`src/hw/rtl/ssp_pkg.sv`:
```
`timescale 1ns / 1ps
// Shared types and constants for the sprite screen projection pipeline.
// Depends on nothing; every other file of the block imports it.
package ssp_pkg;

  localparam int FRAC_BITS = 16;

  // Coordinate and intermediate widths.
  localparam int CRD_W   = 32;
  localparam int REL_W   = CRD_W + 1;
  localparam int PRD_W   = REL_W + CRD_W;
  localparam int DP_W    = 2 * CRD_W;
  localparam int DET_W   = DP_W + 1;
  localparam int NUM_W   = PRD_W + 1;
  localparam int SUM_W   = NUM_W + 1;
  localparam int NYM_W   = NUM_W - 1;
  localparam int SM_W    = SUM_W - 1;
  localparam int DETM_W  = DET_W - 1;
  localparam int DIM_W   = 13;
  localparam int W2_W    = DIM_W - 1;
  localparam int SL_W    = (SM_W + 1) / 2;
  localparam int SH_W    = SM_W - SL_W;
  localparam int PP_W    = W2_W + SL_W;
  localparam int PPH_W   = W2_W + SH_W;
  localparam int NUMER_W = PPH_W + SL_W;
  localparam int NUMA_W  = NYM_W + FRAC_BITS;
  localparam int HS_W    = DIM_W + FRAC_BITS;

  // Quotient bits produced by each divider.
  localparam int DEP_Q = 32;
  localparam int CEN_Q = 18;
  localparam int SIZ_Q = 16;

  // Divider lane widths.
  localparam int LN_W  = DEP_Q;
  localparam int R_W   = NYM_W;
  localparam int CNT_W = $clog2(LN_W + 1);

  // Output widths.
  localparam int CEN_W  = 18;
  localparam int SIZE_W = 16;
  localparam int ROW_W  = 12;
  localparam int CS_W   = 17;
  localparam int CE_W   = 18;

  localparam logic [LN_W-1:0]  DEP_LIM_POS = {1'b0, {(LN_W-1){1'b1}}};
  localparam logic [LN_W-1:0]  DEP_LIM_NEG = {1'b1, {(LN_W-1){1'b0}}};
  localparam logic [CEN_Q-1:0] CEN_LIM_POS = {1'b0, {(CEN_Q-1){1'b1}}};
  localparam logic [CEN_Q-1:0] CEN_LIM_NEG = {1'b1, {(CEN_Q-1){1'b0}}};

  typedef enum logic [2:0] {
    REG_CAMERA_X      = 3'd0,
    REG_CAMERA_Y      = 3'd1,
    REG_DIR_X         = 3'd2,
    REG_DIR_Y         = 3'd3,
    REG_PLANE_X       = 3'd4,
    REG_PLANE_Y       = 3'd5,
    REG_SCREEN_WIDTH  = 3'd6,
    REG_SCREEN_HEIGHT = 3'd7
  } reg_idx_e;

  typedef struct packed {
    logic [CRD_W-1:0] camera_x;
    logic [CRD_W-1:0] camera_y;
    logic [CRD_W-1:0] dir_x;
    logic [CRD_W-1:0] dir_y;
    logic [CRD_W-1:0] plane_x;
    logic [CRD_W-1:0] plane_y;
    logic [DIM_W-1:0] screen_width;
    logic [DIM_W-1:0] screen_height;
  } cfg_t;

  // One restoring-division lane: partial remainder, divisor, dividend bits
  // still to shift in (MSB first), quotient so far, steps left.
  typedef struct packed {
    logic [R_W-1:0]   rem;
    logic [R_W-1:0]   den;
    logic [LN_W-1:0]  num;
    logic [LN_W-1:0]  quo;
    logic [CNT_W-1:0] cnt;
  } lane_t;

  typedef struct packed {
    logic             a_ovf;
    logic             a_neg;
    logic             det_zero;
    logic             b_ovf;
    logic             b_neg;
    logic             c_ovf;
    logic             degen;
    logic [CRD_W-1:0] depth;
  } side_t;

  typedef struct packed {
    lane_t a;
    lane_t b;
    side_t side;
  } item_t;

endpackage

```
`src/hw/rtl/ssp_cell.sv`:
```
`timescale 1ns / 1ps
// One divider cell: a restoring step on each lane that still has steps left.
// Depends on ssp_pkg.
module ssp_cell (
  input  logic           clk_i,
  input  logic           rst_ni,
  input  logic           in_valid_i,
  output logic           in_ready_o,
  input  ssp_pkg::item_t in_item_i,
  output logic           out_valid_o,
  input  logic           out_ready_i,
  output ssp_pkg::item_t out_item_o
);
  import ssp_pkg::*;

  function automatic lane_t lane_step(lane_t l);
    lane_t        r;
    logic [R_W:0] trial;
    logic [R_W:0] diff;
    r     = l;
    trial = {l.rem, l.num[LN_W-1]};
    diff  = trial - {1'b0, l.den};
    if (l.cnt != '0) begin
      if (trial >= {1'b0, l.den}) begin
        r.rem = diff[R_W-1:0];
        r.quo = {l.quo[LN_W-2:0], 1'b1};
      end else begin
        r.rem = trial[R_W-1:0];
        r.quo = {l.quo[LN_W-2:0], 1'b0};
      end
      r.num = {l.num[LN_W-2:0], 1'b0};
      r.cnt = l.cnt - 1'b1;
    end
    return r;
  endfunction

  logic  valid_q;
  item_t item_q, item_d;

  assign in_ready_o = ~valid_q | out_ready_i;

  always_comb begin
    item_d   = in_item_i;
    item_d.a = lane_step(in_item_i.a);
    item_d.b = lane_step(in_item_i.b);
  end

  always_ff @(posedge clk_i or negedge rst_ni) begin
    if (!rst_ni) begin
      valid_q <= 1'b0;
    end else if (in_ready_o) begin
      valid_q <= in_valid_i;
    end
  end

  always_ff @(posedge clk_i) begin
    if (in_ready_o) begin
      item_q <= item_d;
    end
  end

  assign out_valid_o = valid_q;
  assign out_item_o  = item_q;

endmodule

```
`config.mk`:
```
export PLATFORM = sky130hd
export DESIGN_NAME = ssp_cell
export DESIGN_NICKNAME = d
export VERILOG_FILES = /design/src/hw/rtl/ssp_pkg.sv /design/src/hw/rtl/ssp_cell.sv
export SDC_FILE = /design/constraint.sdc
export NUM_CORES = 1
export LEC_CHECK = 0
export BUFFER_PORTS_ARGS = -buffer_cell sky130_fd_sc_hd__buf_2
export CORE_AREA = 2 2 345 347
export CTS_BUF_LIST = sky130_fd_sc_hd__clkbuf_4 sky130_fd_sc_hd__clkbuf_8
export CTS_CLUSTER_SIZE = 40
export DETAILED_ROUTE_END_ITERATION = 10
export DIE_AREA = 0 0 347 349
export SYNTH_ARGS = -nofsm -noshare
export SYNTH_HDL_FRONTEND = slang
export SYNTH_SLANG_ARGS = --single-unit
```
`constraint.sdc`:
```
create_clock -name clk_i -period 22.6 [get_ports clk_i]
set_input_delay 2.26 -clock clk_i [delete_from_list [all_inputs] [get_ports clk_i]]
set_output_delay 2.26 -clock clk_i [all_outputs]
set_load 0.02 [all_outputs]
```
==> run summary <==
Quantity of gates resized following cts = 0
Post-place setup slack = 15680 ps
Endpoint type of the worst setup path = flop
Share of cells above drive strength 1 = 29.4%
Gr busiest metal = met2
Final core area utilization = 28.6%
Avg WL per Cell = 22.2 microns
CP max-delay cell = buf_4
Most used DFF post-synth = edfxtp_1
Overall power = 0.00259 W
Filler cell count in the final layout = 12600
Dpl hpwl = 93500 microns
Power per cell area = 77.2 nW/um^2
Via Count = 24100
Port bufs = 883
Max Cap Viol = 0
Yosys Warn Count = 0
Drt total wl = 115000 microns
R2r setup slk = 19170 ps
Crit Path Max Fanout = 73
Num CTS Buffers = 86
Status = finished clean
Vias per Instance = 4.65
Startpoint Class = input port
H-Tree Depth = 3
CTS tree = done
Slew Viols, Final = 0
Syn_area_per_cell = 9.52 sq um
RSZ-0062 raised after global routing = no
Hold path cells = 2
Clock sinks = 440
DIE AREA = 121000 sq um
Die extent in x = 347 microns
Skew final = 26.1 ps
Reg2reg start = out_valid_o
Final number of hold-violating endpoints = 0
Post-synth EDFFs = 439
Worst vdd rail ir drop = 0.0451 mV
Die Y = 349 microns
Setup CP Type = in -> reg
Hold_buf cts = 0
RR Endpoint = out_item_o[7]
Final setup viols = 0
Worst setup margin = 16490 ps
Critical path data required time = 23190 ps
GRT Overall Usage = 18.1%
Share of the synthesized area in the top cell type = 51.1%
Fin crit share = 27.0%
Largest net degree at the start of global routing = 85
Post-synth ARST share = 0.227%
Mapped Area = 25800 sq um
First-pass GRT wire length = 160000 microns
DRT iter0 DRCs = 1795
Final min period = 6110 ps
Number of distinct library cells after synthesis = 69
RePlAce Congestion = 0.936
Leakage power = 15.1 nW
Worst r2r path cells = 4
Hold path endpoint = out_valid_o
Worst path cell trace = buf_2, inv_1, ha_1, inv_1, fa_1, a21oi_1, o211ai_2, a31oi_2, o211a_1, nor3_2, o21ai_1, o21a_1, o41ai_4, buf_4, buf_4, o21ai_0, a21oi_1
Min-delay worst type = reg -> reg
Ranking of synthesized cells by area = edfxtp_1, nand2_1, ha_1
Mapped Nets = 3286
CTS root buf = clkbuf_8
Hold_ws = 906 ps
Core area = 117000 sq um
Seq/Total Area, Yosys = 51.2%
Post CTS Setup Buffer Count = 0
Cell taking the most area after synthesis = edfxtp_1
Commonest cells after routing, fill and taps aside = buf_2, nand2_1, edfxtp_1, a21oi_1, nor2_1
Clk buf depth = 3
Commonest non-fill, non-tap cell in the layout = buf_2
Vias in the first global route = 23400
Max frequency = 164 MHz
Antenna-violating nets left = 0
FP Rows = 126
GR Util met3 = 5.74%
Detailed Routing Iterations Pass 1 = 8
Hold_sp = out_valid_o
Actual slew at the worst max-slew pin = 1020 ps
Met1 GRT Util = 19.7%
Area of the multi-input gates = 11400 sq um
Antenna violations before repair = 46
Slew HR = 30.5%
Layout Nets = 4141
GR Layer Usage met2 = 31.8%
#FFs+latches synth = 440
Clk pin slew, worst setup/hold paths = 60 ps
Slowest stage delay, CP = 710 ps
Grt total ovfl = 0
Worst skew pair latency = 780 ps
Post-route setup TNS = 0 ps
Synth Instances = 2709
DRC viols = 0
Ports = 884
Area Overhead vs Synth = 30.2%
Seq. cell area = 13200 sq um
Arrival @ worst endpoint = 6700 ps
Initial Util = 21.9%
sequential cells by signal, summed over array words and instances (netlist names):
name / flops
out_item_o: 439
out_valid_o: 1
cell families (layout without fill, tap and decap cells):
group	count (synthesis)	after routing	synth area share, %
adders and majority gates	134	134	6.56
xor gates and xnor gates	126	126	4.28
other	0	7	0
DFF	440	440	51.2
muxes	39	39	1.53
buffers and inverters	318	1243	4.84
AOI/OAI and AO/OA	701	701	16.2
and+or+nand+nor	951	951	15.3
worst max-delay path, delay by kind of cell:
kind / cells / cell delay (ps)
AO/OA/AOI/OAI: 9 / 2250
buffers and inverters: 5 / 1370
adder cells (fa/ha/maj): 2 / 470
AND/OR/NAND/NOR: 1 / 290
layer usage:
metal  part of all wire [%]  wire length, microns
met3                    8.7                  9950
met2                     49                 56600
met1                     37                 42700
met4                    4.5                  5220
met5                   0.30                   345
cell type report:
class / count / area share [%]
antenna: 7 / 0.0522
clock buffer: 112 / 4.13
clock inverter: 46 / 1.22
inverter: 183 / 2.05
multi-input combinational: 1951 / 33.9
sequential: 440 / 39.4
tap: 1536 / 5.73
timing repair buffer: 902 / 13.6
per-stage QoR:
step | instance area, sq um | std cells
4_1_cts | 33500 | 5170
2_1_floorplan | 25800 | 2709
5_1_grt | 33500 | 5173
3_5_place_dp | 31700 | 5012
6_report | 33600 | 5177
3_3_place_gp | 31700 | 5012
power by group:
part	switching (W)	leakage, nW	internal (W)
sequential	0.0000296	4.43	0.00101
clock	0.000388	0.934	0.000472
combinational	0.000462	9.78	0.000227
cell usage after synthesis, drive strengths merged, types with 9 or more instances:
cell	instances
nand2	570
edfxtp	439
a21oi	283
nor2	204
o21ai	191
inv	183
ha	132
clkbuf	111
xnor2	74
a21o	63
xor2	52
nand4	42
mux2i	35
nand3	34
o21bai	32
nor3	30
buf	24
a31oi	22
o21a	20
and3	15
and2	14
a211oi	10
nand2b	9
nor4	9
o211ai	9
or3	9
worst max path at each step:
stage	start	to	slack, ps	cells past startpoint
after floorplan	out_ready_i	in_ready_o	7460	1
after detailed placement	in_item_i[308]	out_item_o[397]	15680	17
after global placement	in_item_i[334]	out_item_o[397]	15710	15
after CTS	in_item_i[308]	out_item_o[397]	16530	17
after global routing	in_item_i[308]	out_item_o[397]	16280	17
final	in_item_i[308]	out_item_o[397]	16490	17
Power figures use the tool's default switching activity.
