===== src/hw/rtl/ssp_pkg.sv =====
`timescale 1ns / 1ps
// Shared types and constants for the sprite screen projection pipeline.
// Depends on nothing; every other file of the block imports it.
package ssp_pkg;

  localparam int FRAC_BITS = 16;

  // Coordinate and intermediate widths.
  localparam int CRD_W   = 32;
  localparam int REL_W   = CRD_W + 1;
  localparam int PRD_W   = REL_W + CRD_W;
  localparam int DP_W    = 2 * CRD_W;
  localparam int DET_W   = DP_W + 1;
  localparam int NUM_W   = PRD_W + 1;
  localparam int SUM_W   = NUM_W + 1;
  localparam int NYM_W   = NUM_W - 1;
  localparam int SM_W    = SUM_W - 1;
  localparam int DETM_W  = DET_W - 1;
  localparam int DIM_W   = 13;
  localparam int W2_W    = DIM_W - 1;
  localparam int SL_W    = (SM_W + 1) / 2;
  localparam int SH_W    = SM_W - SL_W;
  localparam int PP_W    = W2_W + SL_W;
  localparam int PPH_W   = W2_W + SH_W;
  localparam int NUMER_W = PPH_W + SL_W;
  localparam int NUMA_W  = NYM_W + FRAC_BITS;
  localparam int HS_W    = DIM_W + FRAC_BITS;

  // Quotient bits produced by each divider.
  localparam int DEP_Q = 32;
  localparam int CEN_Q = 18;
  localparam int SIZ_Q = 16;

  // Divider lane widths.
  localparam int LN_W  = DEP_Q;
  localparam int R_W   = NYM_W;
  localparam int CNT_W = $clog2(LN_W + 1);

  // Output widths.
  localparam int CEN_W  = 18;
  localparam int SIZE_W = 16;
  localparam int ROW_W  = 12;
  localparam int CS_W   = 17;
  localparam int CE_W   = 18;

  localparam logic [LN_W-1:0]  DEP_LIM_POS = {1'b0, {(LN_W-1){1'b1}}};
  localparam logic [LN_W-1:0]  DEP_LIM_NEG = {1'b1, {(LN_W-1){1'b0}}};
  localparam logic [CEN_Q-1:0] CEN_LIM_POS = {1'b0, {(CEN_Q-1){1'b1}}};
  localparam logic [CEN_Q-1:0] CEN_LIM_NEG = {1'b1, {(CEN_Q-1){1'b0}}};

  typedef enum logic [2:0] {
    REG_CAMERA_X      = 3'd0,
    REG_CAMERA_Y      = 3'd1,
    REG_DIR_X         = 3'd2,
    REG_DIR_Y         = 3'd3,
    REG_PLANE_X       = 3'd4,
    REG_PLANE_Y       = 3'd5,
    REG_SCREEN_WIDTH  = 3'd6,
    REG_SCREEN_HEIGHT = 3'd7
  } reg_idx_e;

  typedef struct packed {
    logic [CRD_W-1:0] camera_x;
    logic [CRD_W-1:0] camera_y;
    logic [CRD_W-1:0] dir_x;
    logic [CRD_W-1:0] dir_y;
    logic [CRD_W-1:0] plane_x;
    logic [CRD_W-1:0] plane_y;
    logic [DIM_W-1:0] screen_width;
    logic [DIM_W-1:0] screen_height;
  } cfg_t;

  // One restoring-division lane: partial remainder, divisor, dividend bits
  // still to shift in (MSB first), quotient so far, steps left.
  typedef struct packed {
    logic [R_W-1:0]   rem;
    logic [R_W-1:0]   den;
    logic [LN_W-1:0]  num;
    logic [LN_W-1:0]  quo;
    logic [CNT_W-1:0] cnt;
  } lane_t;

  typedef struct packed {
    logic             a_ovf;
    logic             a_neg;
    logic             det_zero;
    logic             b_ovf;
    logic             b_neg;
    logic             c_ovf;
    logic             degen;
    logic [CRD_W-1:0] depth;
  } side_t;

  typedef struct packed {
    lane_t a;
    lane_t b;
    side_t side;
  } item_t;

endpackage


===== src/hw/rtl/ssp_mid.sv =====
`timescale 1ns / 1ps
// Depth saturation and setup of the sprite size division.
// Depends on ssp_pkg.
module ssp_mid (
  input  logic           clk_i,
  input  logic           rst_ni,
  input  ssp_pkg::cfg_t  cfg_i,
  input  logic           in_valid_i,
  output logic           in_ready_o,
  input  ssp_pkg::item_t in_item_i,
  output logic           out_valid_o,
  input  logic           out_ready_i,
  output ssp_pkg::item_t out_item_o
);
  import ssp_pkg::*;

  logic              valid_q;
  item_t             item_q, item_d;
  logic [LN_W-1:0]   lim, mag;
  logic [HS_W-1:0]   hs;
  logic [HS_W-SIZ_Q-1:0] c_hi;

  assign in_ready_o = ~valid_q | out_ready_i;

  always_comb begin
    lim = in_item_i.side.a_neg ? DEP_LIM_NEG : DEP_LIM_POS;
    if (in_item_i.side.det_zero) begin
      mag = '0;
    end else if (in_item_i.side.a_ovf || (in_item_i.a.quo > lim)) begin
      mag = lim;
    end else begin
      mag = in_item_i.a.quo;
    end
    hs   = {cfg_i.screen_height, {FRAC_BITS{1'b0}}};
    c_hi = hs[HS_W-1:SIZ_Q];

    item_d            = in_item_i;
    item_d.side.depth = in_item_i.side.a_neg ? CRD_W'(-mag) : CRD_W'(mag);
    item_d.side.degen = (mag == '0);
    item_d.side.c_ovf = (LN_W'(c_hi) >= mag);
    item_d.a.rem      = R_W'(c_hi);
    item_d.a.den      = R_W'(mag);
    item_d.a.num      = {hs[SIZ_Q-1:0], {(LN_W-SIZ_Q){1'b0}}};
    item_d.a.quo      = '0;
    item_d.a.cnt      = CNT_W'(SIZ_Q);
  end

  always_ff @(posedge clk_i or negedge rst_ni) begin
    if (!rst_ni) begin
      valid_q <= 1'b0;
    end else if (in_ready_o) begin
      valid_q <= in_valid_i;
    end
  end

  always_ff @(posedge clk_i) begin
    if (in_ready_o) begin
      item_q <= item_d;
    end
  end

  assign out_valid_o = valid_q;
  assign out_item_o  = item_q;

endmodule


===== config.mk =====
export PLATFORM = sky130hd
export DESIGN_NAME = ssp_mid
export DESIGN_NICKNAME = d
export VERILOG_FILES = /design/src/hw/rtl/ssp_pkg.sv /design/src/hw/rtl/ssp_mid.sv
export SDC_FILE = /design/constraint.sdc
export NUM_CORES = 1
export LEC_CHECK = 0
export ABC_AREA = 1
export BUFFER_PORTS_ARGS = -buffer_cell sky130_fd_sc_hd__buf_2
export CORE_AREA = 2 2 428 430
export CTS_CLUSTER_DIAMETER = 80
export DETAILED_ROUTE_END_ITERATION = 7
export DIE_AREA = 0 0 430 432
export HOLD_SLACK_MARGIN = 0.08
export SETUP_SLACK_MARGIN = 0.02
export SLEW_MARGIN = 20
export SYNTH_ARGS = -nofsm -noshare
export SYNTH_HDL_FRONTEND = slang
export SYNTH_SLANG_ARGS = --single-unit

===== constraint.sdc =====
create_clock -name clk_i -period 8.7 [get_ports clk_i]
set_clock_uncertainty 0.2 [all_clocks]
set_input_delay 1.305 -clock clk_i [delete_from_list [all_inputs] [get_ports clk_i]]
set_output_delay 1.305 -clock clk_i [all_outputs]
set_load 0.01 [all_outputs]

==> results.yml <==
status:
  outcome: "finished clean"
global_routing:
  antenna_found_initial: 59
  grt_usage_pct: 7.507
  busiest_layer: "met2"
  grt_max_degree: 87
  use_met3_pct: 4.188
  groute.layer.met1.usage_pct: 6.156
  grt_pass1_wl_mm: 87.75
  grt_pass1_vias: 8258
  met2_usage_pct: 14.64
  grt_overflow: 0
logic_synthesis:
  synth.top_cells.by_area: "edfxtp_1 (68%), buf_4 (9.5%), nand2_1 (5.7%), ha_1 (4.6%), nand3_1 (2.0%)"
  ys_warn_count: 0
  synth.avg_cell_area_um2: 13.14
  synth.cell_area_um2: 12420
  yosys.area.top_type: "edfxtp_1"
  synth_top_area_share_pct: 68.42
  synth.yosys.seq_area_share_pct: 68.62
  ys_seq_elements: 284
  ys_types: 36
  netlist_instances: 945
finish:
  fin_cells: 3936
  syn2layout_area_growth_pct: 50.92
  design_area_um2: 18750
  fin_nets: 2217
  multi_input_area_um2: 3008
  num-fill-cells: 20790
  layout-drive-gt1-share_pct: 42.25
  seq_area_um2: 8523
  final_util_pct: 10.32
placement:
  portBuffers: 539
  placed_area_um2: 17500
  pre_cts_ws_ns: 2.208
  gp_congestion: 0.8480
  dp_hpwl_mm: 63.78
  dp_cells: 3857
pwr:
  combPwrFrac_pct: 15.7
  p_seq_share_pct: 43.8
  power.switching_mw: 1.151
  p_leak_nw: 7.875
  p_total_mw: 3.843
  p_int_mw: 2.693
  p_sw_share_pct: 29.94
  clock_power_share_pct: 40.5
  max-vdd-ir-drop_uv: 123.2
  power.density_nw_per_um2: 205.0
timing:
  fin_crit_sh_pct: 66.19
  worst_pin_slew_ns: 0.9861
  grt_setup_unrepaired: "false"
  setup_viol: 0
  finalHoldViolCount: 0
  period_minus_slack_ns: 5.758
  holdWs_ns: 0.2956
  fmax_mhz: 173.7
  fin_setup_tns_ns: 0
  fin_ws_ns: 2.942
  drv_slew: 0
  timing.slew.headroom_pct: 34.26
drt:
  viasPerCell: 2.336
  drc_errors: 0
  postRouteAntennaNets: 0
  num_vias: 9193
  dr.first_iter.drc_count: 653
  wirelength_mm: 73.77
  drtPass1Iterations: 6
  wire_per_inst_um: 18.74
min_path:
  hp-class: "in -> async"
floorplan:
  start_util_pct: 6.836
  num_rows: 157
  coreArea_um2: 181700
  die-width_um: 430
  boundaryPins: 1102
  die_h_um: 432
  die_area_um2: 185800
cts:
  cts_buffers: 36
  post-cts-setup-buffers: 0
  clk_path_buf_depth: 3
  clk_pin_slew_ns: 0.06
  tritoncts: "yes"
  hold_buffers: 0
  clock-sinks: 284
  clockRootBuffer: "clkbuf_16"
  htree_num_levels: 2
  cts_resized: 0
  clk_latency_ns: 0.57
critical_path:
  critPathKind: "in -> reg"
  crit_arrival_ns: 5.89
  start_kind: "primary input"
  crit_fanout: 40
  required_ns: 8.83
  end_kind: "register"
flow_run:
  drv_cap: 0
## registers in the layout (all words and copies together), names as in the netlist
signal / cells
out_item_o: 283
out_valid_o: 1
## layout by cell type, fill, tap and decap left out, drive strengths merged
cell type  synthesis  routed
nand2            220     220
nand4              5       5
diode              0      15
a21o               2       2
clkinv             0      15
inv               58      63
ha                46      46
nor3               4       4
clkbuf             6      40
o21bai             2       2
o21a               1       1
buf              166     546
bufinv             0       3
nand3             51      51
xnor2              1       1
dfrtp              1       1
a21oi             22      22
clkinvlp           0       1
o221ai             1       1
a2111oi            1       1
xor2              14      14
edfxtp           283     283
nor2              45      45
conb               2     155
o21ai             14      14
## critical path: stages
cell and delay [ns]:
buf_2 0.45, buf_4 0.54, ha_1 0.33, a21oi_1 0.13, nor2_1 0.05, nor2_1 0.09, nand2_1 0.07, nand2_1 0.05
nand2_1 0.04, nand2_1 0.05, nand2_1 0.06, nand2_2 0.44, nand2_4 0.13, nand2_4 0.30, nand2_1 0.09, nand2_1 0.33
ha_1 0.31, nand2_1 0.07, o21bai_1 0.11, a21oi_1 0.09, a2111oi_2 0.22, buf_4 0.22, o221ai_1 0.12, a21oi_1 0.18
nor3_1 0.08
## area by class of cell
cell class                 instances  area share, %
antenna                           15         0.2002
clock buffer                      40          4.886
clock inverter                    24          1.562
inverter                          58          1.161
multi-input combinational        584          16.05
sequential                       284          45.47
tap                             2385          15.92
timing repair buffer             546          14.76
## power by group through the flow
stage                     registers [mW]  clock network [mW]  logic, mW
final                               1.68                1.56      0.605
after global routing                1.69                1.65      0.671
after CTS                           1.68                1.62      0.633
after detailed placement            1.71                   0      0.632
after global placement              1.71                   0      0.626
after floorplan                     1.77                   0      0.259
## Yosys cell counts (all sizes together)
cell type,n
nand2,220
o21bai,2
nor3,4
o221ai,1
nand3,51
a21oi,22
buf,166
a21o,2
ha,46
conb,2
clkbuf,6
edfxtp,283
nor2,45
dfrtp,1
o21a,1
xnor2,1
xor2,14
nand4,5
inv,58
a2111oi,1
o21ai,14
## layer usage
layer,share of wire [%],vias to the layer above
met3,14,178
met2,55,648
met1,28,4259
met5,0.23,-
li1,-,4084
met4,3.7,24
## path summary, 6_finish.rpt
kind                                               from                        end  slack [ns]  cells past startpoint
worst min-delay path                             rst_ni    out_valid_o$_DFFE_PN0P_        0.30                      1
worst min register to register  out_valid_o$_DFFE_PN0P_  out_item_o[183]$_DFFE_PP_        0.83                      1
worst max register to register  out_valid_o$_DFFE_PN0P_  out_item_o[380]$_DFFE_PP_        5.76                      3
min in group clk_i                        in_item_i[55]   out_item_o[55]$_DFFE_PP_        0.70                      1
max in group asynchronous                        rst_ni    out_valid_o$_DFFE_PN0P_        7.92                      1
worst max-delay path                      in_item_i[37]   out_item_o[33]$_DFFE_PP_        2.94                     25
## logic make-up after synthesis
kind of cell,after synthesis,share of synthesized area (%)
other cells,2,0.06046
fa+ha+maj,46,4.634
flops,284,68.62
buf+inv,230,11.97
simple gates,325,11.52
xor+xnor,15,1.058
compound gates,43,2.136
Note: power is estimated with default switching activity, not from simulation.
