[config.mk]
export PLATFORM = sky130hd
export DESIGN_NAME = ssp_back
export DESIGN_NICKNAME = d
export VERILOG_FILES = /design/src/hw/rtl/ssp_pkg.sv /design/src/hw/rtl/ssp_back.sv
export SDC_FILE = /design/constraint.sdc
export NUM_CORES = 1
export LEC_CHECK = 0
export BUFFER_PORTS_ARGS = -buffer_cell sky130_fd_sc_hd__buf_2
export CORE_AREA = 2 2 307 309
export DETAILED_ROUTE_END_ITERATION = 8
export DIE_AREA = 0 0 309 311
export PLACE_DENSITY = 0.33
export SYNTH_ARGS = -nofsm -noshare
export SYNTH_HDL_FRONTEND = slang
export SYNTH_SLANG_ARGS = --single-unit
[constraint.sdc]
create_clock -name clk_i -period 5.31 [get_ports clk_i]
set_input_delay 0 -clock clk_i [delete_from_list [all_inputs] [get_ports clk_i]]
set_output_delay 0 -clock clk_i [all_outputs]
set_load 0.1 [all_outputs]
[src/hw/rtl/ssp_pkg.sv]
`timescale 1ns / 1ps
// Shared types and constants for the sprite screen projection pipeline.
// Depends on nothing; every other file of the block imports it.
package ssp_pkg;

  localparam int FRAC_BITS = 16;

  // Coordinate and intermediate widths.
  localparam int CRD_W   = 32;
  localparam int REL_W   = CRD_W + 1;
  localparam int PRD_W   = REL_W + CRD_W;
  localparam int DP_W    = 2 * CRD_W;
  localparam int DET_W   = DP_W + 1;
  localparam int NUM_W   = PRD_W + 1;
  localparam int SUM_W   = NUM_W + 1;
  localparam int NYM_W   = NUM_W - 1;
  localparam int SM_W    = SUM_W - 1;
  localparam int DETM_W  = DET_W - 1;
  localparam int DIM_W   = 13;
  localparam int W2_W    = DIM_W - 1;
  localparam int SL_W    = (SM_W + 1) / 2;
  localparam int SH_W    = SM_W - SL_W;
  localparam int PP_W    = W2_W + SL_W;
  localparam int PPH_W   = W2_W + SH_W;
  localparam int NUMER_W = PPH_W + SL_W;
  localparam int NUMA_W  = NYM_W + FRAC_BITS;
  localparam int HS_W    = DIM_W + FRAC_BITS;

  // Quotient bits produced by each divider.
  localparam int DEP_Q = 32;
  localparam int CEN_Q = 18;
  localparam int SIZ_Q = 16;

  // Divider lane widths.
  localparam int LN_W  = DEP_Q;
  localparam int R_W   = NYM_W;
  localparam int CNT_W = $clog2(LN_W + 1);

  // Output widths.
  localparam int CEN_W  = 18;
  localparam int SIZE_W = 16;
  localparam int ROW_W  = 12;
  localparam int CS_W   = 17;
  localparam int CE_W   = 18;

  localparam logic [LN_W-1:0]  DEP_LIM_POS = {1'b0, {(LN_W-1){1'b1}}};
  localparam logic [LN_W-1:0]  DEP_LIM_NEG = {1'b1, {(LN_W-1){1'b0}}};
  localparam logic [CEN_Q-1:0] CEN_LIM_POS = {1'b0, {(CEN_Q-1){1'b1}}};
  localparam logic [CEN_Q-1:0] CEN_LIM_NEG = {1'b1, {(CEN_Q-1){1'b0}}};

  typedef enum logic [2:0] {
    REG_CAMERA_X      = 3'd0,
    REG_CAMERA_Y      = 3'd1,
    REG_DIR_X         = 3'd2,
    REG_DIR_Y         = 3'd3,
    REG_PLANE_X       = 3'd4,
    REG_PLANE_Y       = 3'd5,
    REG_SCREEN_WIDTH  = 3'd6,
    REG_SCREEN_HEIGHT = 3'd7
  } reg_idx_e;

  typedef struct packed {
    logic [CRD_W-1:0] camera_x;
    logic [CRD_W-1:0] camera_y;
    logic [CRD_W-1:0] dir_x;
    logic [CRD_W-1:0] dir_y;
    logic [CRD_W-1:0] plane_x;
    logic [CRD_W-1:0] plane_y;
    logic [DIM_W-1:0] screen_width;
    logic [DIM_W-1:0] screen_height;
  } cfg_t;

  // One restoring-division lane: partial remainder, divisor, dividend bits
  // still to shift in (MSB first), quotient so far, steps left.
  typedef struct packed {
    logic [R_W-1:0]   rem;
    logic [R_W-1:0]   den;
    logic [LN_W-1:0]  num;
    logic [LN_W-1:0]  quo;
    logic [CNT_W-1:0] cnt;
  } lane_t;

  typedef struct packed {
    logic             a_ovf;
    logic             a_neg;
    logic             det_zero;
    logic             b_ovf;
    logic             b_neg;
    logic             c_ovf;
    logic             degen;
    logic [CRD_W-1:0] depth;
  } side_t;

  typedef struct packed {
    lane_t a;
    lane_t b;
    side_t side;
  } item_t;

endpackage

[src/hw/rtl/ssp_back.sv]
`timescale 1ns / 1ps
// Output stage: center and size saturation, drawing bounds, result register.
// Depends on ssp_pkg.
module ssp_back (
  input  logic                   clk_i,
  input  logic                   rst_ni,
  input  ssp_pkg::cfg_t          cfg_i,
  input  logic                   in_valid_i,
  output logic                   in_ready_o,
  input  ssp_pkg::item_t         in_item_i,
  output logic                   out_valid_o,
  input  logic                   out_ready_i,
  output logic signed [31:0]     depth_o,
  output logic signed [17:0]     center_column_o,
  output logic [15:0]            sprite_size_o,
  output logic [11:0]            row_start_o,
  output logic [11:0]            row_end_o,
  output logic [16:0]            col_start_o,
  output logic signed [17:0]     col_end_o,
  output logic                   in_front_o,
  output logic                   degenerate_o
);
  import ssp_pkg::*;

  logic                      valid_q;
  logic [CEN_Q-1:0]          qb, limb, magb;
  logic signed [CEN_W-1:0]   center;
  logic [SIZE_W-1:0]         size;
  logic [SIZE_W-2:0]         half;
  logic [ROW_W-1:0]          hh;
  logic [DIM_W-1:0]          h, w;
  logic signed [SIZE_W:0]    rs_t;
  logic [SIZE_W:0]           re_t;
  logic signed [DIM_W:0]     h_m1;
  logic signed [SIZE_W+1:0]  re_s;
  logic signed [CEN_W:0]     cs_t, ce_t, w_s, w_m1, ce_s;
  logic [ROW_W-1:0]          rs, re;
  logic [CS_W-1:0]           cs;
  logic                      degen;

  assign in_ready_o = ~valid_q | out_ready_i;

  always_comb begin
    degen = in_item_i.side.degen;
    h     = cfg_i.screen_height;
    w     = cfg_i.screen_width;
    qb    = in_item_i.b.quo[CEN_Q-1:0];
    limb  = in_item_i.side.b_neg ? CEN_LIM_NEG : CEN_LIM_POS;
    magb  = (in_item_i.side.b_ovf || (qb > limb)) ? limb : qb;
    if (degen) begin
      center = '0;
      size   = '0;
    end else begin
      center = in_item_i.side.b_neg ? CEN_W'(-magb) : CEN_W'(magb);
      size   = in_item_i.side.c_ovf ? {SIZE_W{1'b1}} : in_item_i.a.quo[SIZE_W-1:0];
    end
    half = size[SIZE_W-1:1];
    hh   = h[DIM_W-1:1];

    rs_t = $signed({{(SIZE_W+1-ROW_W){1'b0}}, hh}) - $signed({2'b00, half});
    rs   = rs_t[SIZE_W] ? '0 : rs_t[ROW_W-1:0];

    re_t = {{(SIZE_W+1-ROW_W){1'b0}}, hh} + {2'b00, half};
    h_m1 = $signed({1'b0, h}) - $signed({{DIM_W{1'b0}}, 1'b1});
    if (re_t >= {{(SIZE_W+1-DIM_W){1'b0}}, h}) begin
      re_s = {{(SIZE_W+1-DIM_W){h_m1[DIM_W]}}, h_m1};
    end else begin
      re_s = $signed({1'b0, re_t});
    end
    if (re_s[SIZE_W+1]) begin
      re = '0;
    end else if (re_s > $signed({{(SIZE_W+2-ROW_W){1'b0}}, {ROW_W{1'b1}}})) begin
      re = {ROW_W{1'b1}};
    end else begin
      re = re_s[ROW_W-1:0];
    end

    cs_t = $signed({center[CEN_W-1], center}) - $signed({{(CEN_W+2-SIZE_W){1'b0}}, half});
    cs   = cs_t[CEN_W] ? '0 : cs_t[CS_W-1:0];

    ce_t = $signed({center[CEN_W-1], center}) + $signed({{(CEN_W+2-SIZE_W){1'b0}}, half});
    w_s  = $signed({{(CEN_W+1-DIM_W){1'b0}}, w});
    w_m1 = w_s - $signed({{CEN_W{1'b0}}, 1'b1});
    ce_s = (ce_t >= w_s) ? w_m1 : ce_t;
  end

  always_ff @(posedge clk_i or negedge rst_ni) begin
    if (!rst_ni) begin
      valid_q <= 1'b0;
    end else if (in_ready_o) begin
      valid_q <= in_valid_i;
    end
  end

  always_ff @(posedge clk_i) begin
    if (in_ready_o) begin
      depth_o         <= in_item_i.side.depth;
      center_column_o <= center;
      sprite_size_o   <= size;
      row_start_o     <= rs;
      row_end_o       <= re;
      col_start_o     <= cs;
      col_end_o       <= ce_s[CE_W-1:0];
      in_front_o      <= ~degen & ~in_item_i.side.depth[CRD_W-1];
      degenerate_o    <= degen;
    end
  end

  assign out_valid_o = valid_q;

endmodule
==> qor.csv <==
stage;metric;value;unit
global_route;overflow left after global routing;0;
die;Cell Rows;112;
clock_tree;CTS H-tree lvls;4;
clock_tree;number of clock sinks seen by CTS;128;
setup_path;r2r worst-path depth;2;
timing;minimum hold slack;0.05877;ns
placed_design;GPL Wtd Cong;0.7946;
global_route;first-pass GRT wire length;64.92;mm
pwr;cell area power density;332.8;nW/um2
setup_path;delay of the slowest critical-path stage;0.31;ns
clock_tree;CTS tree;yes;
finish;fin nets;2179;
synthesis;synthesis warning total;0;
drt;post-route DRC violation count;0;
synthesis;proportion of netlist area held by the largest area contributor;0.4031;
die;I/O pin cnt;790;
setup_path;reg-to-reg setup timing slack;3.18;ns
setup_path;worst endpoint required time;5.57;ns
synthesis;cell area after technology mapping;9460;um2
synthesis;Unique masters post-synth;73;
timing;pin slew with the least headroom to its limit;0.7626;ns
timing;upper clock frequency limit;173.0;MHz
timing;final worst path period share;1.088;
clock_tree;clock tree buffer depth;2;
timing;Final setup violation count;18;
finish;most common cell after layout, fill and taps aside;sky130_fd_sc_hd__buf_2;
setup_path;category of the worst setup path launch point;primary input;
setup_path;Critical path buffers and inverters;7;
drt;number of iterations in the first detailed-routing pass;7;
setup_path;CP Capture Type;flip-flop;
die;floorplan die area;96100;um2
placed_design;count of port buffers added during placement;228;
pwr;Lkg Pwr;6.283;nW
synthesis;Synth area leaders;sky130_fd_sc_hd__edfxtp_1 40%, sky130_fd_sc_hd__ha_1 14%, sky130_fd_sc_hd__nor2_1 4.2%;
synthesis;number of nets in the synthesized netlist;1721;
pwr;maximum vdd drop;0.2698;mV
drt;Avg Vias per Cell;3.369;
timing;clock period minus worst slack;5.779;ns
setup_path;peak fanout along the critical path;7;
die;Chip Width;309;um
clock_tree;later-pin clock latency in the skew report;0.50;ns
finish;Layout fillers;10560;
synthesis;number of synthesized flops with an enable pin;127;
clock_tree;total CTS buffers;17;
finish;ratio of cells with drive above 1 in the final layout;0.3961;
finish;highest-count cells in the layout ignoring fill and taps;227 x sky130_fd_sc_hd__buf_2, 183 x sky130_fd_sc_hd__buf_4, 127 x sky130_fd_sc_hd__edfxtp_1;
timing;setup repair after global routing missed its margin;true;
setup_path;crit path capture;col_end_o[12]$_DFFE_PP_;
synthesis;share of async-settable or async-resettable flops after synthesis;0.007813;
drt;wire length per cell after detailed routing;17.11;um
synthesis;Seq/Total Area, Yosys;0.4058;
timing;max-slew violation count;0;
job;max capacitance violation total;0;
timing;post-route setup slack;-0.4689;ns
synthesis;biggest area consumer among synthesized cells;sky130_fd_sc_hd__edfxtp_1;
outcome;violations in the final reports;setup timing;
hold_path;worst hold path type;primary input to flip-flop;
setup_path;CP Launch Point;in_item_i[34];
setup_path;arrival time reported for the critical path endpoint;6.04;ns
finish;Reg area;3839;um2
die;die boundary height;311;um
placed_design;DPL Wire Length;37.68;mm
timing;skew final;0.01700;ns
clock_tree;clock edge transition at the registers on the reported setup and hold paths;0.08;ns
timing;Final Hold Violating Endpoints;0;
global_route;pin count of the biggest net entering global routing;51;
finish;Layout area overhead;60.63;%
global_route;via count of the first global-routing pass;9165;
synthesis;number of register bits inferred by synthesis;128;
synthesis;number of instances in the synthesized netlist;953;
drt;Initial DRC Count;409;
setup_path;CP Depth;34;
outcome;outcome;finished with violations;
finish;utilization after layout;0.1638;
setup_path;kind of critical path;primary input to flip-flop;
setup_path;crit-path leading delay family;compound AO/OA/AOI/OAI gates;
synthesis;dominant register cell in the synthesized netlist;sky130_fd_sc_hd__edfxtp_1;
drt;number of vias in the routed layout;9030;
global_route;total routing resource utilization after global routing;0.09466;
setup_path;Critical-path top delay cell;sky130_fd_sc_hd__or2_4;
drt;number of nets still failing antenna checks after routing;0;
global_route;initial antenna violation count;11;
drt;Routed WL;45.86;mm
finish;Multi-input gate area;5674;um2
die;Starting Density;0.1020;
clock_tree;Root Buffer;sky130_fd_sc_hd__clkbuf_16;
die;core box area;92770;um2
setup_path;Worst R2R Start;out_valid_o$_DFFE_PN0P_;
synthesis;Mean Syn Cell Area;9.927;um2
setup_path;terminus of the critical flop-to-flop path;depth_o[9]$_DFFE_PP_;
timing;headroom to the max-slew limit;0.4916;
per-layer routing:
layer | global-route usage | vias up | routed length, um
li1 | - | 4408 | -
met1 | 0.1323 | 4351 | 22590
met2 | 0.1441 | 216 | 20490
met3 | 0.02111 | 45 | 2002
met4 | 0.02791 | 10 | 715
met5 | 0 | - | 54
report_power, final:
| group | leakage [nW] | switching (mW) | internal, mW | total [mW] |
|---|---|---|---|---|
| Sequential | 1.31 | 0.0402 | 1.27 | 1.31 |
| Combinational | 4.67 | 1.66 | 0.739 | 2.40 |
| Clock | 0.301 | 0.593 | 0.755 | 1.35 |
metrics by stage:
| step | worst slack (ns) | area, um2 | setup TNS (ns) | total power [mW] | std cells |
|---|---|---|---|---|---|
| 3_5_place_dp | -1.364 | 13490 | -30.61 | 3.602 | 2572 |
| 3_3_place_gp | -1.201 | 13490 | -26.65 | 3.599 | 2572 |
| 6_report | -0.4689 | 15200 | -7.895 | 5.057 | 2680 |
| 4_1_cts | -0.5662 | 14730 | -8.908 | 5.063 | 2656 |
| 2_1_floorplan | -0.8864 | 9644 | -13.73 | 2.878 | 953 |
| 5_1_grt | -0.7888 | 15190 | -13.73 | 5.340 | 2678 |
flip-flops by register name, summed over array words and instances, names as in the netlist:
signal and cells:
center_column_o 18, sprite_size_o 16, col_end_o 18, out_valid_o 1, row_start_o 12, row_end_o 12, depth_o 32, degenerate_o 1
in_front_o 1, col_start_o 17
cell usage after synthesis (all sizes together) (19+ instances only):
master    n
edfxtp  127
nor2    105
ha      103
inv      70
o21ai    60
xnor2    45
nand2    44
nor3     40
a21oi    39
a211oi   25
clkbuf   25
mux2     21
or2      21
nand2b   20
nand3    19
nor2b    19
nor4     19
final cells by class:
class | count | area share
multi-input cells | 724 | 0.3734
flip-flops and latches | 128 | 0.2526
inverters | 72 | 0.01828
repair buffers | 468 | 0.2110
diodes | 2 | 0.0003294
well taps | 1254 | 0.1033
clock inverters | 15 | 0.01317
clock buffers | 17 | 0.02800
what timing repair did:
item / in CTS / in global routing
pin swaps: 10 / 26
endpoints found under the setup margin: 19 / 33
buffers inserted: 4 / 19
hold buffers: 47 / 0
gates cloned: 1 / 3
gates resized for setup: 15 / 43
endpoints found under the hold margin: 46 / 0
how the worst min path moves through the flow:
stage                                              to  depth (start not counted)  startpoint
after floorplan               out_valid_o$_DFFE_PN0P_                          0      rst_ni
after global placement        out_valid_o$_DFFE_PN0P_                          1      rst_ni
after detailed placement      out_valid_o$_DFFE_PN0P_                          1      rst_ni
after CTS                      col_end_o[2]$_DFFE_PP_                          3   cfg_i[15]
after global routing       row_end_o[0]$_SDFFCE_PP0P_                          3    cfg_i[0]
final                     row_end_o[11]$_SDFFCE_PP0P_                          3   cfg_i[10]
cells by family (layout without fill, tap and decap cells):
kind of cell / Yosys count / after routing / synth area share
and+or+nand+nor: 323 / 323 / 0.1713
muxes: 26 / 26 / 0.03187
other: 0 / 2 / 0
buffers and inverters: 101 / 572 / 0.04285
adders and majority gates: 107 / 107 / 0.1447
DFF: 128 / 128 / 0.4058
AOI/OAI and AO/OA: 212 / 212 / 0.1517
xor gates and xnor gates: 56 / 56 / 0.05184
worst reg2reg max path, cell delays in order, from the launching register on:
cell and delay [ns]:
sky130_fd_sc_hd__dfrtp_1 0.41, sky130_fd_sc_hd__nand2b_4 0.52, sky130_fd_sc_hd__buf_4 0.75
Power figures use the tool's default switching activity.
